**src/design/ipt_pkg.sv**
```systemverilog
// shared types and constants for the ipv6 prefix table lookup unit
package ipt_pkg;

   localparam int TABLE_ENTRIES = 16;
   localparam int IDX_W         = (TABLE_ENTRIES > 1) ? $clog2(TABLE_ENTRIES) : 1;
   localparam int COUNT_W       = $clog2(TABLE_ENTRIES + 1);

   localparam int ADDR_W        = 128;
   localparam int HALF_W        = 64;
   localparam int LEN_W         = 8;
   localparam int OPCODE_W      = 2;
   localparam int REQ_DATA_W    = 2 * HALF_W + LEN_W;
   localparam int RSP_DATA_W    = 16;

   localparam logic [LEN_W-1:0] FULL_LENGTH = 8'd128;

   typedef enum logic [OPCODE_W-1:0] {
      OP_LOOKUP = 2'd0,
      OP_ADD    = 2'd1,
      OP_CLEAR  = 2'd2,
      OP_NONE   = 2'd3
   } ipt_op_type;

   typedef enum logic [1:0] {
      IPT_IDLE,
      IPT_SCAN,
      IPT_RESP
   } ipt_state_type;

   typedef struct packed {
      logic [HALF_W-1:0] prefix_high;
      logic [HALF_W-1:0] prefix_low;
      logic [LEN_W-1:0]  length;
   } ipt_entry_type;

   typedef struct packed {
      logic              en;
      logic [IDX_W-1:0]  addr;
      ipt_entry_type     data;
   } ipt_wr_type;

   // op_status in bit 0, found in bit 1, matched_length above
   typedef struct packed {
      logic [LEN_W-1:0] matched_length;
      logic             found;
      logic             op_status;
   } ipt_result_type;

   localparam int RESULT_W = $bits(ipt_result_type);

endpackage

```
**src/design/ipt_table_ram.sv**
```systemverilog
// prefix table storage: one write port, one registered read port
module ipt_table_ram (
   input  logic                  clock,
   input  ipt_pkg::ipt_wr_type   wr,
   input  logic [ipt_pkg::IDX_W-1:0] rd_addr,
   output ipt_pkg::ipt_entry_type    rd_data
);
   import ipt_pkg::*;

   ipt_entry_type mem [TABLE_ENTRIES];
   ipt_entry_type rd_data_ff;

   always_ff @(posedge clock) begin
      if (wr.en) begin
         mem[wr.addr] <= wr.data;
      end
      rd_data_ff <= mem[rd_addr];
   end

   assign rd_data = rd_data_ff;

endmodule

```
**src/design/ipt_match.sv**
```systemverilog
// masked prefix compare of one table entry against the lookup address
module ipt_match (
   input  ipt_pkg::ipt_entry_type       entry,
   input  logic [ipt_pkg::ADDR_W-1:0]   key,
   output logic                         hit
);
   import ipt_pkg::*;

   function automatic logic [ADDR_W-1:0] prefix_mask(input logic [LEN_W-1:0] len);
      logic [ADDR_W-1:0] mask;
      mask = '0;
      for (int i = 0; i < ADDR_W; i++) begin
         mask[ADDR_W-1-i] = (LEN_W'(i) < len);
      end
      return mask;
   endfunction

   logic [ADDR_W-1:0] mask;
   logic [ADDR_W-1:0] diff;

   assign mask = prefix_mask(entry.length);
   assign diff = key ^ {entry.prefix_high, entry.prefix_low};
   assign hit  = ((diff & mask) == '0);

endmodule

```
**src/design/ipv6_prefix_table_lookup_unit.sv**
```systemverilog
// ipv6 prefix table with first-hit lookup, top level
// add, clear and unused opcodes: the result goes through IPT_RESP to the output register
// lookup: one table read per cycle in IPT_SCAN up to the first hit or past the last entry,
//   then the result goes through IPT_RESP, which waits for the output register to be free
// one request in flight; the next is taken once the result sits in the output register
// synchronous reset empties the table count and drops any pending result
module ipv6_prefix_table_lookup_unit (
   input  logic                            clock,
   input  logic                            reset,
   input  logic                            req_tvalid,
   output logic                            req_tready,
   input  logic [ipt_pkg::REQ_DATA_W-1:0]  req_tdata,  // addr_high, addr_low, prefix_length
   input  logic [ipt_pkg::OPCODE_W-1:0]    req_tuser,  // opcode
   output logic                            rsp_tvalid,
   input  logic                            rsp_tready,
   output logic [ipt_pkg::RSP_DATA_W-1:0]  rsp_tdata   // op_status, found, matched_length
);
   import ipt_pkg::*;

   ipt_state_type         state_ff, state_in;
   logic [COUNT_W-1:0]    count_ff, count_in;
   logic [COUNT_W-1:0]    rd_idx_ff, rd_idx_in;
   logic                  cmp_vld_ff, cmp_vld_in;
   logic [ADDR_W-1:0]     key_ff, key_in;
   ipt_result_type        res_ff, res_in;
   logic                  rsp_tvalid_ff, rsp_tvalid_in;
   ipt_result_type        rsp_data_ff, rsp_data_in;

   ipt_wr_type            wr;
   ipt_entry_type         rd_entry;
   logic                  hit;
   logic                  accept;
   logic                  issue;
   logic                  out_free;
   ipt_op_type            opcode;
   logic [HALF_W-1:0]     in_high;
   logic [HALF_W-1:0]     in_low;
   logic [LEN_W-1:0]      in_len;

   assign opcode  = ipt_op_type'(req_tuser);
   assign in_high = req_tdata[HALF_W-1:0];
   assign in_low  = req_tdata[2*HALF_W-1:HALF_W];
   assign in_len  = req_tdata[REQ_DATA_W-1:2*HALF_W];

   assign accept   = req_tvalid && req_tready;
   assign issue    = (rd_idx_ff < count_ff);
   assign out_free = !rsp_tvalid_ff || rsp_tready;

   ipt_table_ram u_ram (
      .clock   (clock),
      .wr      (wr),
      .rd_addr (rd_idx_ff[IDX_W-1:0]),
      .rd_data (rd_entry)
   );

   ipt_match u_match (
      .entry (rd_entry),
      .key   (key_ff),
      .hit   (hit)
   );

   // next state
   always_comb begin
      state_in = state_ff;
      unique case (state_ff)
         IPT_IDLE: begin
            if (accept) begin
               state_in = (opcode == OP_LOOKUP) ? IPT_SCAN : IPT_RESP;
            end
         end
         IPT_SCAN: begin
            if ((cmp_vld_ff && hit) || (!issue && !cmp_vld_ff)) begin
               state_in = IPT_RESP;
            end
         end
         IPT_RESP: begin
            if (out_free) begin
               state_in = IPT_IDLE;
            end
         end
         default: state_in = IPT_IDLE;
      endcase
   end

   // outputs and datapath
   always_comb begin
      req_tready    = (state_ff == IPT_IDLE) && !reset;
      count_in      = count_ff;
      rd_idx_in     = rd_idx_ff;
      cmp_vld_in    = 1'b0;
      key_in        = key_ff;
      res_in        = res_ff;
      wr            = '0;
      rsp_tvalid_in = rsp_tvalid_ff && !rsp_tready;
      rsp_data_in   = rsp_data_ff;

      unique case (state_ff)
         IPT_IDLE: begin
            if (accept) begin
               res_in = '0;
               case (opcode)
                  OP_LOOKUP: begin
                     key_in    = {in_high, in_low};
                     rd_idx_in = '0;
                  end
                  OP_ADD: begin
                     if (count_ff < COUNT_W'(TABLE_ENTRIES)) begin
                        wr.en               = 1'b1;
                        wr.addr             = count_ff[IDX_W-1:0];
                        wr.data.prefix_high = in_high;
                        wr.data.prefix_low  = in_low;
                        wr.data.length      = (in_len > FULL_LENGTH) ? FULL_LENGTH : in_len;
                        count_in            = count_ff + COUNT_W'(1);
                     end else begin
                        res_in.op_status = 1'b1;
                     end
                  end
                  OP_CLEAR: begin
                     count_in = '0;
                  end
                  default: begin
                     res_in = '0;
                  end
               endcase
            end
         end
         IPT_SCAN: begin
            rd_idx_in  = rd_idx_ff + COUNT_W'(issue);
            cmp_vld_in = issue;
            if (cmp_vld_ff && hit) begin
               res_in.found          = 1'b1;
               res_in.matched_length = rd_entry.length;
               cmp_vld_in            = 1'b0;
            end
         end
         IPT_RESP: begin
            if (out_free) begin
               rsp_tvalid_in = 1'b1;
               rsp_data_in   = res_ff;
            end
         end
         default: begin
            cmp_vld_in = 1'b0;
         end
      endcase
   end

   always_ff @(posedge clock) begin
      if (reset) begin
         state_ff      <= IPT_IDLE;
         count_ff      <= '0;
         cmp_vld_ff    <= 1'b0;
         rsp_tvalid_ff <= 1'b0;
      end else begin
         state_ff      <= state_in;
         count_ff      <= count_in;
         cmp_vld_ff    <= cmp_vld_in;
         rsp_tvalid_ff <= rsp_tvalid_in;
      end
   end

   always_ff @(posedge clock) begin
      rd_idx_ff   <= rd_idx_in;
      key_ff      <= key_in;
      res_ff      <= res_in;
      rsp_data_ff <= rsp_data_in;
   end

   assign rsp_tvalid = rsp_tvalid_ff;
   assign rsp_tdata  = {{(RSP_DATA_W - RESULT_W){1'b0}}, rsp_data_ff};

endmodule

```
**config.mk**
```make
export PLATFORM = sky130hd
export DESIGN_NAME = ipv6_prefix_table_lookup_unit
export DESIGN_NICKNAME = d
export VERILOG_FILES = /design/src/design/ipt_pkg.sv /design/src/design/ipt_table_ram.sv /design/src/design/ipt_match.sv /design/src/design/ipv6_prefix_table_lookup_unit.sv
export SDC_FILE = /design/constraint.sdc
export NUM_CORES = 2
export LEC_CHECK = 0
export BUFFER_PORTS_ARGS = -buffer_cell sky130_fd_sc_hd__buf_4
export CAP_MARGIN = 20
export CORE_UTILIZATION = 53
export CTS_CLUSTER_SIZE = 20
export DETAILED_ROUTE_END_ITERATION = 8
export HOLD_SLACK_MARGIN = 0.06
export PLACE_DENSITY = 0.69
export SLEW_MARGIN = 0
export SYNTH_ARGS = -nofsm -noshare
export SYNTH_HDL_FRONTEND = slang
export SYNTH_SLANG_ARGS = --single-unit
```
**constraint.sdc**
```tcl
create_clock -name clock -period 17.3 [get_ports clock]
set_input_delay 0 -clock clock [delete_from_list [all_inputs] [get_ports clock]]
set_output_delay 0 -clock clock [all_outputs]
set_load 0.1 [all_outputs]
```
== After elaboration in Yosys (flattened, before gate mapping) ==
Memory sizes are Yosys's and may differ from the RTL's. A register that Yosys moved wholly into a read port is not among the register bits.
Cells that the tools add are included.
Operators by class
  add/subtract/negate cells: 2
  magnitude comparators: 131
  eq/ne operators: 10
  mux-type cells: 24
  bitwise logic cells: 3
  reductions and logical operators: 25
Operators by type and width (count)
  141-bit 2-to-1 mux: 4
  7-bit by 8-bit < comparator with 1-bit output (first input constant): 64
  6-bit by 8-bit < comparator with 1-bit output (first input constant): 32
  128-bit bitwise AND: 1
  128-bit logical NOT: 1
  5-bit by 8-bit < comparator with 1-bit output (first input constant): 16
  128-bit bitwise XOR: 1
  4-bit by 8-bit < comparator with 1-bit output (first input constant): 8
  3-bit by 8-bit < comparator with 1-bit output (first input constant): 4
  5-bit one-hot mux with 2 select lines: 2
  9-bit one-hot mux with 2 select lines: 1
  1-bit by 8-bit < comparator with 1-bit output (first input constant): 2
  2-bit by 8-bit < comparator with 1-bit output (first input constant): 2
  5-bit 2-to-1 mux: 3
  2-bit inequality test (second input constant): 6
  3-bit AND reduction: 4
  10-bit 2-to-1 mux: 1
  9-bit 2-to-1 mux: 1
  8-bit > comparator (second input constant): 1
  2-bit 2-to-1 mux: 4
  8-bit 2-to-1 mux: 1
  1-bit 2-to-1 mux: 6
  2-bit one-hot mux with 3 select lines: 1
  5-bit by 1-bit adder with 5-bit output: 1
  other kinds (14): 28
Word-level totals
  flip-flop bits (word level): 162
  bits in writable memories: 2176
  bits of input ports: 142
  output and inout port bits: 18
  logic and storage cells: 208
  memories kept: 1
Memories
  u_ram.mem: depth 16, bits a word 136, rd ports 1, clocked after Yosys merged registers in 1, wr ports 1, line ipt_table_ram.sv:10  | ipt_entry_type mem [TABLE_ENTRIES];

== Depth between registers and ports, before layout ==
  word-level depth: 8
  gate-level depth with buffers: 11
  gate-level depth less buffers: 11

== Hierarchy ==
A second synthesis with hierarchy kept.
Unflattened totals
  cells, all modules: 4369
  area total of the unflattened synthesis: 93499.7 µm²
By module, submodules not included
  ipt_table_ram: times used 1, cells an instance 3548, area each 84347.1 µm², sequential area each 68065.3 µm²
  ipv6_prefix_table_lookup_unit: times used 1, cells an instance 437, area each 6459.9 µm², sequential area each 4774.6 µm²
  ipt_match: times used 1, cells an instance 384, area each 2692.6 µm², sequential area each 0.0 µm²

== Worst setup path after synthesis ==
Ideal clock, no wire load.
  path type: reg-to-reg
  start: register state_ff[1]
  end: memory u_ram.mem[8][0] (netlist name) (enable)
  library setup time: 964 ps
  data arrival time: 13937 ps
  data required time: 16336 ps
  slack: 2399 ps
  stages on the path, launching flop included: 7
  path buffers: 0
  clock period less this slack: 14901 ps
  cells stage by stage: dfxtp_1 -> nor2_1 -> nand2_1 -> inv_1 -> nand3_1 -> or2_2 -> nor4_1
Between the ends
  longest elaborated chain between the ends: 7
RTL lines
  start: declaration: line ipv6_prefix_table_lookup_unit.sv:20  | ipt_state_type state_ff, state_in;
  start signal: assignment: line ipv6_prefix_table_lookup_unit.sv:155  | state_ff <= state_in;
  2-bit logical NOT (*): line ipv6_prefix_table_lookup_unit.sv:87, ipv6_prefix_table_lookup_unit.sv:97
  1-bit logical AND: line ipv6_prefix_table_lookup_unit.sv:87  | req_tready = (state_ff == IPT_IDLE) && !reset;
  1-bit logical AND: line ipv6_prefix_table_lookup_unit.sv:45  | assign accept = req_tvalid && req_tready;
  141-bit 2-to-1 mux: line ipv6_prefix_table_lookup_unit.sv:99  | if (accept) begin
  141-bit 2-to-1 mux (*): line ipv6_prefix_table_lookup_unit.sv:97  | unique case (state_ff)
  1-bit 2-to-1 mux: line ipt_table_ram.sv:14  | if (wr.en) begin
  1-bit 2-to-1 mux (implied by the code): line ipt_table_ram.sv:15  | mem[wr.addr] <= wr.data;
  end: declaration: line ipt_table_ram.sv:10
Every way passes the cells marked *; elsewhere a longest branch is shown, timed or not.

== Worst setup path in the final report ==
  start: register state_ff[1]
  end: memory u_ram.mem[9][28] (netlist name) (enable)
The elaborated chain is that of the path after synthesis.

==> summary.txt <==
Floorplan
  • Core area: 0.174 mm^2
  • DIE AREA: 0.177 mm^2
  • Height of the die: 421 um
  • Row count: 153
  • Num ports: 160
  • Die width: 421 um
  • Starting Density: 53.5%

Synthesis
  • Synthesized cell area: 0.0930 mm^2
  • Async SR Flop Fraction: 0%
  • Avg Inst Size Synth: 23.5 um^2
  • Synth Flop Type: edfxtp_1
  • Sequential element share of the synthesized area: 78.3%
  • Ys Warns: 0
  • Yosys reg bits: 2474
  • Syn Inst Count: 3964
  • Cell taking the most area after synthesis: edfxtp_1
  • Ranking of synthesized cells by area: edfxtp_1, mux4_2, dfxtp_1, and2_1, xnor2_1
  • Post-synth EDFFs: 2329
  • Cell variety after synth: 68
  • Share of the synthesized area in the top cell type: 75.2%

Pwr
  • Leak: 35.0 nW
  • PwrDens: 113 mW/mm^2
  • VDD IR max: 105 uV

STA
  • Final setup vio count: 0
  • Min cycle time layout: 5.95 ns
  • Worst-Margin Slew: 1.19 ns
  • Worst clock skew: 0.0250 ns
  • Max-slew violations: 0
  • Final period utilization: 34.4%
  • Final Hold Viols: 0
  • Max Clock Freq: 168 MHz
  • TNS Setup: 0 ns
  • Rel. slew slack: 20.8%
  • RSZ-0062 raised after global routing: no

Clocking
  • CTS H-tree depth: 4
  • Worst-skew pair later-pin latency: 0.85 ns
  • Post-CTS Resized: 0
  • # Post-CTS Setup Buffers: 0
  • Hold Buf Count CTS: 279
  • Clk buf depth: 3
  • CTS tree: done
  • CTS buffer count: 233
  • Sink Count: 2474
  • Clk root buf: clkbuf_16
  • Clock transition at path regs: 0.06 ns

Worst setup path
  • Nature of the critical path startpoint: register
  • Worst Path Max Fanout: 63
  • Reg2reg setup slack: 11.35 ns
  • Critical R2R Capture: u_ram.mem[9][28]
  • Worst Setup End Kind: register
  • CP startpoint: state_ff[1]
  • Critical Path RT: 17.76 ns
  • Critical path type: reg -> reg
  • CP peak stage delay: 0.87 ns
  • Setup crit end: u_ram.mem[9][28]
  • Worst r2r src: state_ff[1]
  • CP cell instances: nor2_1 > nand2_1 > inv_1 > nand3_1 > nor2_4 > buf_4 > nand3_1 > nor2_4 > buf_4 > buf_4
  • Crit-path slowest cell: buf_4
  • Worst path most repeated cell: buf_4
  • Worst Reg-to-Reg Cells: 10
  • CP Data Arrival Time: 6.41 ns

Cells and area
  • Share of layout cells above drive strength 1: 27.7%
  • Storage cell area: 0.0728 mm^2
  • Fillcell total: 11484
  • Fin util: 62.1%
  • Nets: 4676
  • Multi-input logic area: 0.0195 mm^2
  • Area delta synth->final: 16.1%

Run status
  • Status: completed

Placed design
  • DP HPWL: 119 mm
  • I/O Buffers: 153
  • GPL Wtd Cong: 0.898

Global route
  • Vias in the first global route: 45081
  • First-pass GRT wire length: 327 mm
  • Pin count of the biggest net entering global routing: 154
  • Gr usage total: 26.0%
  • Initial antenna violation count: 11
  • Total grt overflow: 0

Route
  • Routed WL per cell: 32.3 um
  • Total wire length: 228 mm
  • DRT iter0 DRCs: 5383
  • Vias: 44106
  • Final ANT Viol Nets: 0
  • DR pass1 iterations: 6
  • Via density: 6.24
  • DRC: 0

Min path
  • Min-delay worst type: in -> reg

Run
  • Max-Cap Viols: 0
[cell families (layout without fill, tap and decap cells)]
logic type	after synthesis	count (layout)	synth area share (%)
DFF	2474	2474	78.3
muxes	681	681	16.5
and+or+nand+nor	293	293	1.90
buffers and inverters	209	977	0.901
AOI/OAI and AO/OA	166	166	1.09
xor gates and xnor gates	133	133	1.25
adders and majority gates	7	7	0.0941
other	1	7	0.00403
[registers in the layout, indices dropped and copies added, names as in the netlist]
name and flops:
u_ram.mem 2176, u_ram.rd_data 136, key_ff 128, res_ff 10, rsp_tdata 10, count_ff 5
rd_idx_ff 5, state_ff 2, cmp_vld_ff 1, rsp_tvalid 1
[per-layer routing]
| layer | global-route usage, % | vias to the layer above | wire (um) |
|---|---|---|---|
| met2 | 42.9 | 2026 | 115000 |
| met3 | 3.94 | 389 | 16400 |
| met5 | 0 | - | 13 |
| li1 | - | 17875 | - |
| met4 | 9.67 | 2 | 8230 |
| met1 | 35.3 | 23814 | 88500 |
[synthesized netlist by cell type (3+ instances only)]
library cell,n
a21oi_1,65
clkbuf_1,152
nand4_1,9
mux4_2,680
inv_1,9
or4_1,3
o21ai_1,8
buf_6,3
nor4_1,14
o211ai_1,3
or2_2,3
xor2_1,61
nand3_1,12
buf_1,34
o31ai_1,4
o22ai_1,4
nor2_1,39
a211oi_1,5
or3_1,4
a31oi_1,7
a22oi_1,4
ha_1,7
xnor2_1,72
dfxtp_1,145
buf_4,7
a21o_1,9
buf_2,4
nand2b_1,5
nand2_1,19
nor2b_1,5
o21ai_0,37
edfxtp_1,2329
and2_1,146
nor3_1,12
[per-stage QoR]
step	cells	hold WS [ns]	setup WS, ns	cell area, um^2	power, mW
finish	7063	0.246	11.35	108000	12.2
detailed placement	6335	0.186	11.33	97200	7.05
CTS	7059	0.168	11.29	108000	12.3
global placement	6333	0.186	11.47	97200	7.05
floorplan	3969	0.0989	2.40	93100	6.89
global route	7063	0.293	11.01	108000	12.5
[final cells by class]
class                           count  share of cell area, %
Sequential cell                  2474                   67.4
Multi-Input combinational cell   1286                   18.1
Antenna cell                        1                0.00232
Tap cell                         2325                   2.69
Clock buffer                      320                   6.05
Timing Repair Buffer              523                   4.40
Inverter                            9                 0.0313
Clock inverter                    125                   1.34
[critical path, delay by kind of cell, from the launching register on]
family                 cells  cell delay [ns]
and+or+nand+nor            6             2.52
buffers and inverters      4             2.59
DFF                        1             0.36
[report_power, final]
| part | switching (mW) | total [mW] | internal (mW) |
|---|---|---|---|
| logic | 0.253 | 0.450 | 0.196 |
| registers | 0.0211 | 6.53 | 6.51 |
| clock network | 2.20 | 5.25 | 3.05 |
[cell usage in the layout (no fill, tap or decap), types with 5 or more instances in the layout]
master and count:
nor2_1 25, xor2_1 61, nor2b_1 5, clkinv_1 37, nand3_1 12, clkinvlp_4 6, nor2_4 13, nor4_1 13
o21ai_1 8, buf_12 7, edfxtp_1 2329, dfxtp_1 145, ha_1 7, buf_4 235, inv_1 9, o21ai_0 37
a21oi_1 65, a21o_1 9, nand2b_1 5, clkinv_2 41, mux4_2 680, nor3_1 10, nand4_1 9, clkbuf_1 53
bufinv_16 27, xnor2_1 72, a31oi_1 7, nand2_1 19, conb_1 6, dlygate4sd3_1 279, clkbuf_8 30, and2_1 146
clkbuf_16 237
[worst min path at each step]
stage,endpoint,startpoint,depth (start not counted)
floorplan,key_ff[0],req_tdata[64],0
global placement,key_ff[116],req_tdata[52],1
detailed placement,key_ff[22],req_tdata[86],1
CTS,count_ff[2],req_tuser[0],5
global route,count_ff[1],req_tuser[1],5
finish,count_ff[2],req_tuser[0],5
No activity file was read; power rests on OpenSTA's default activity.
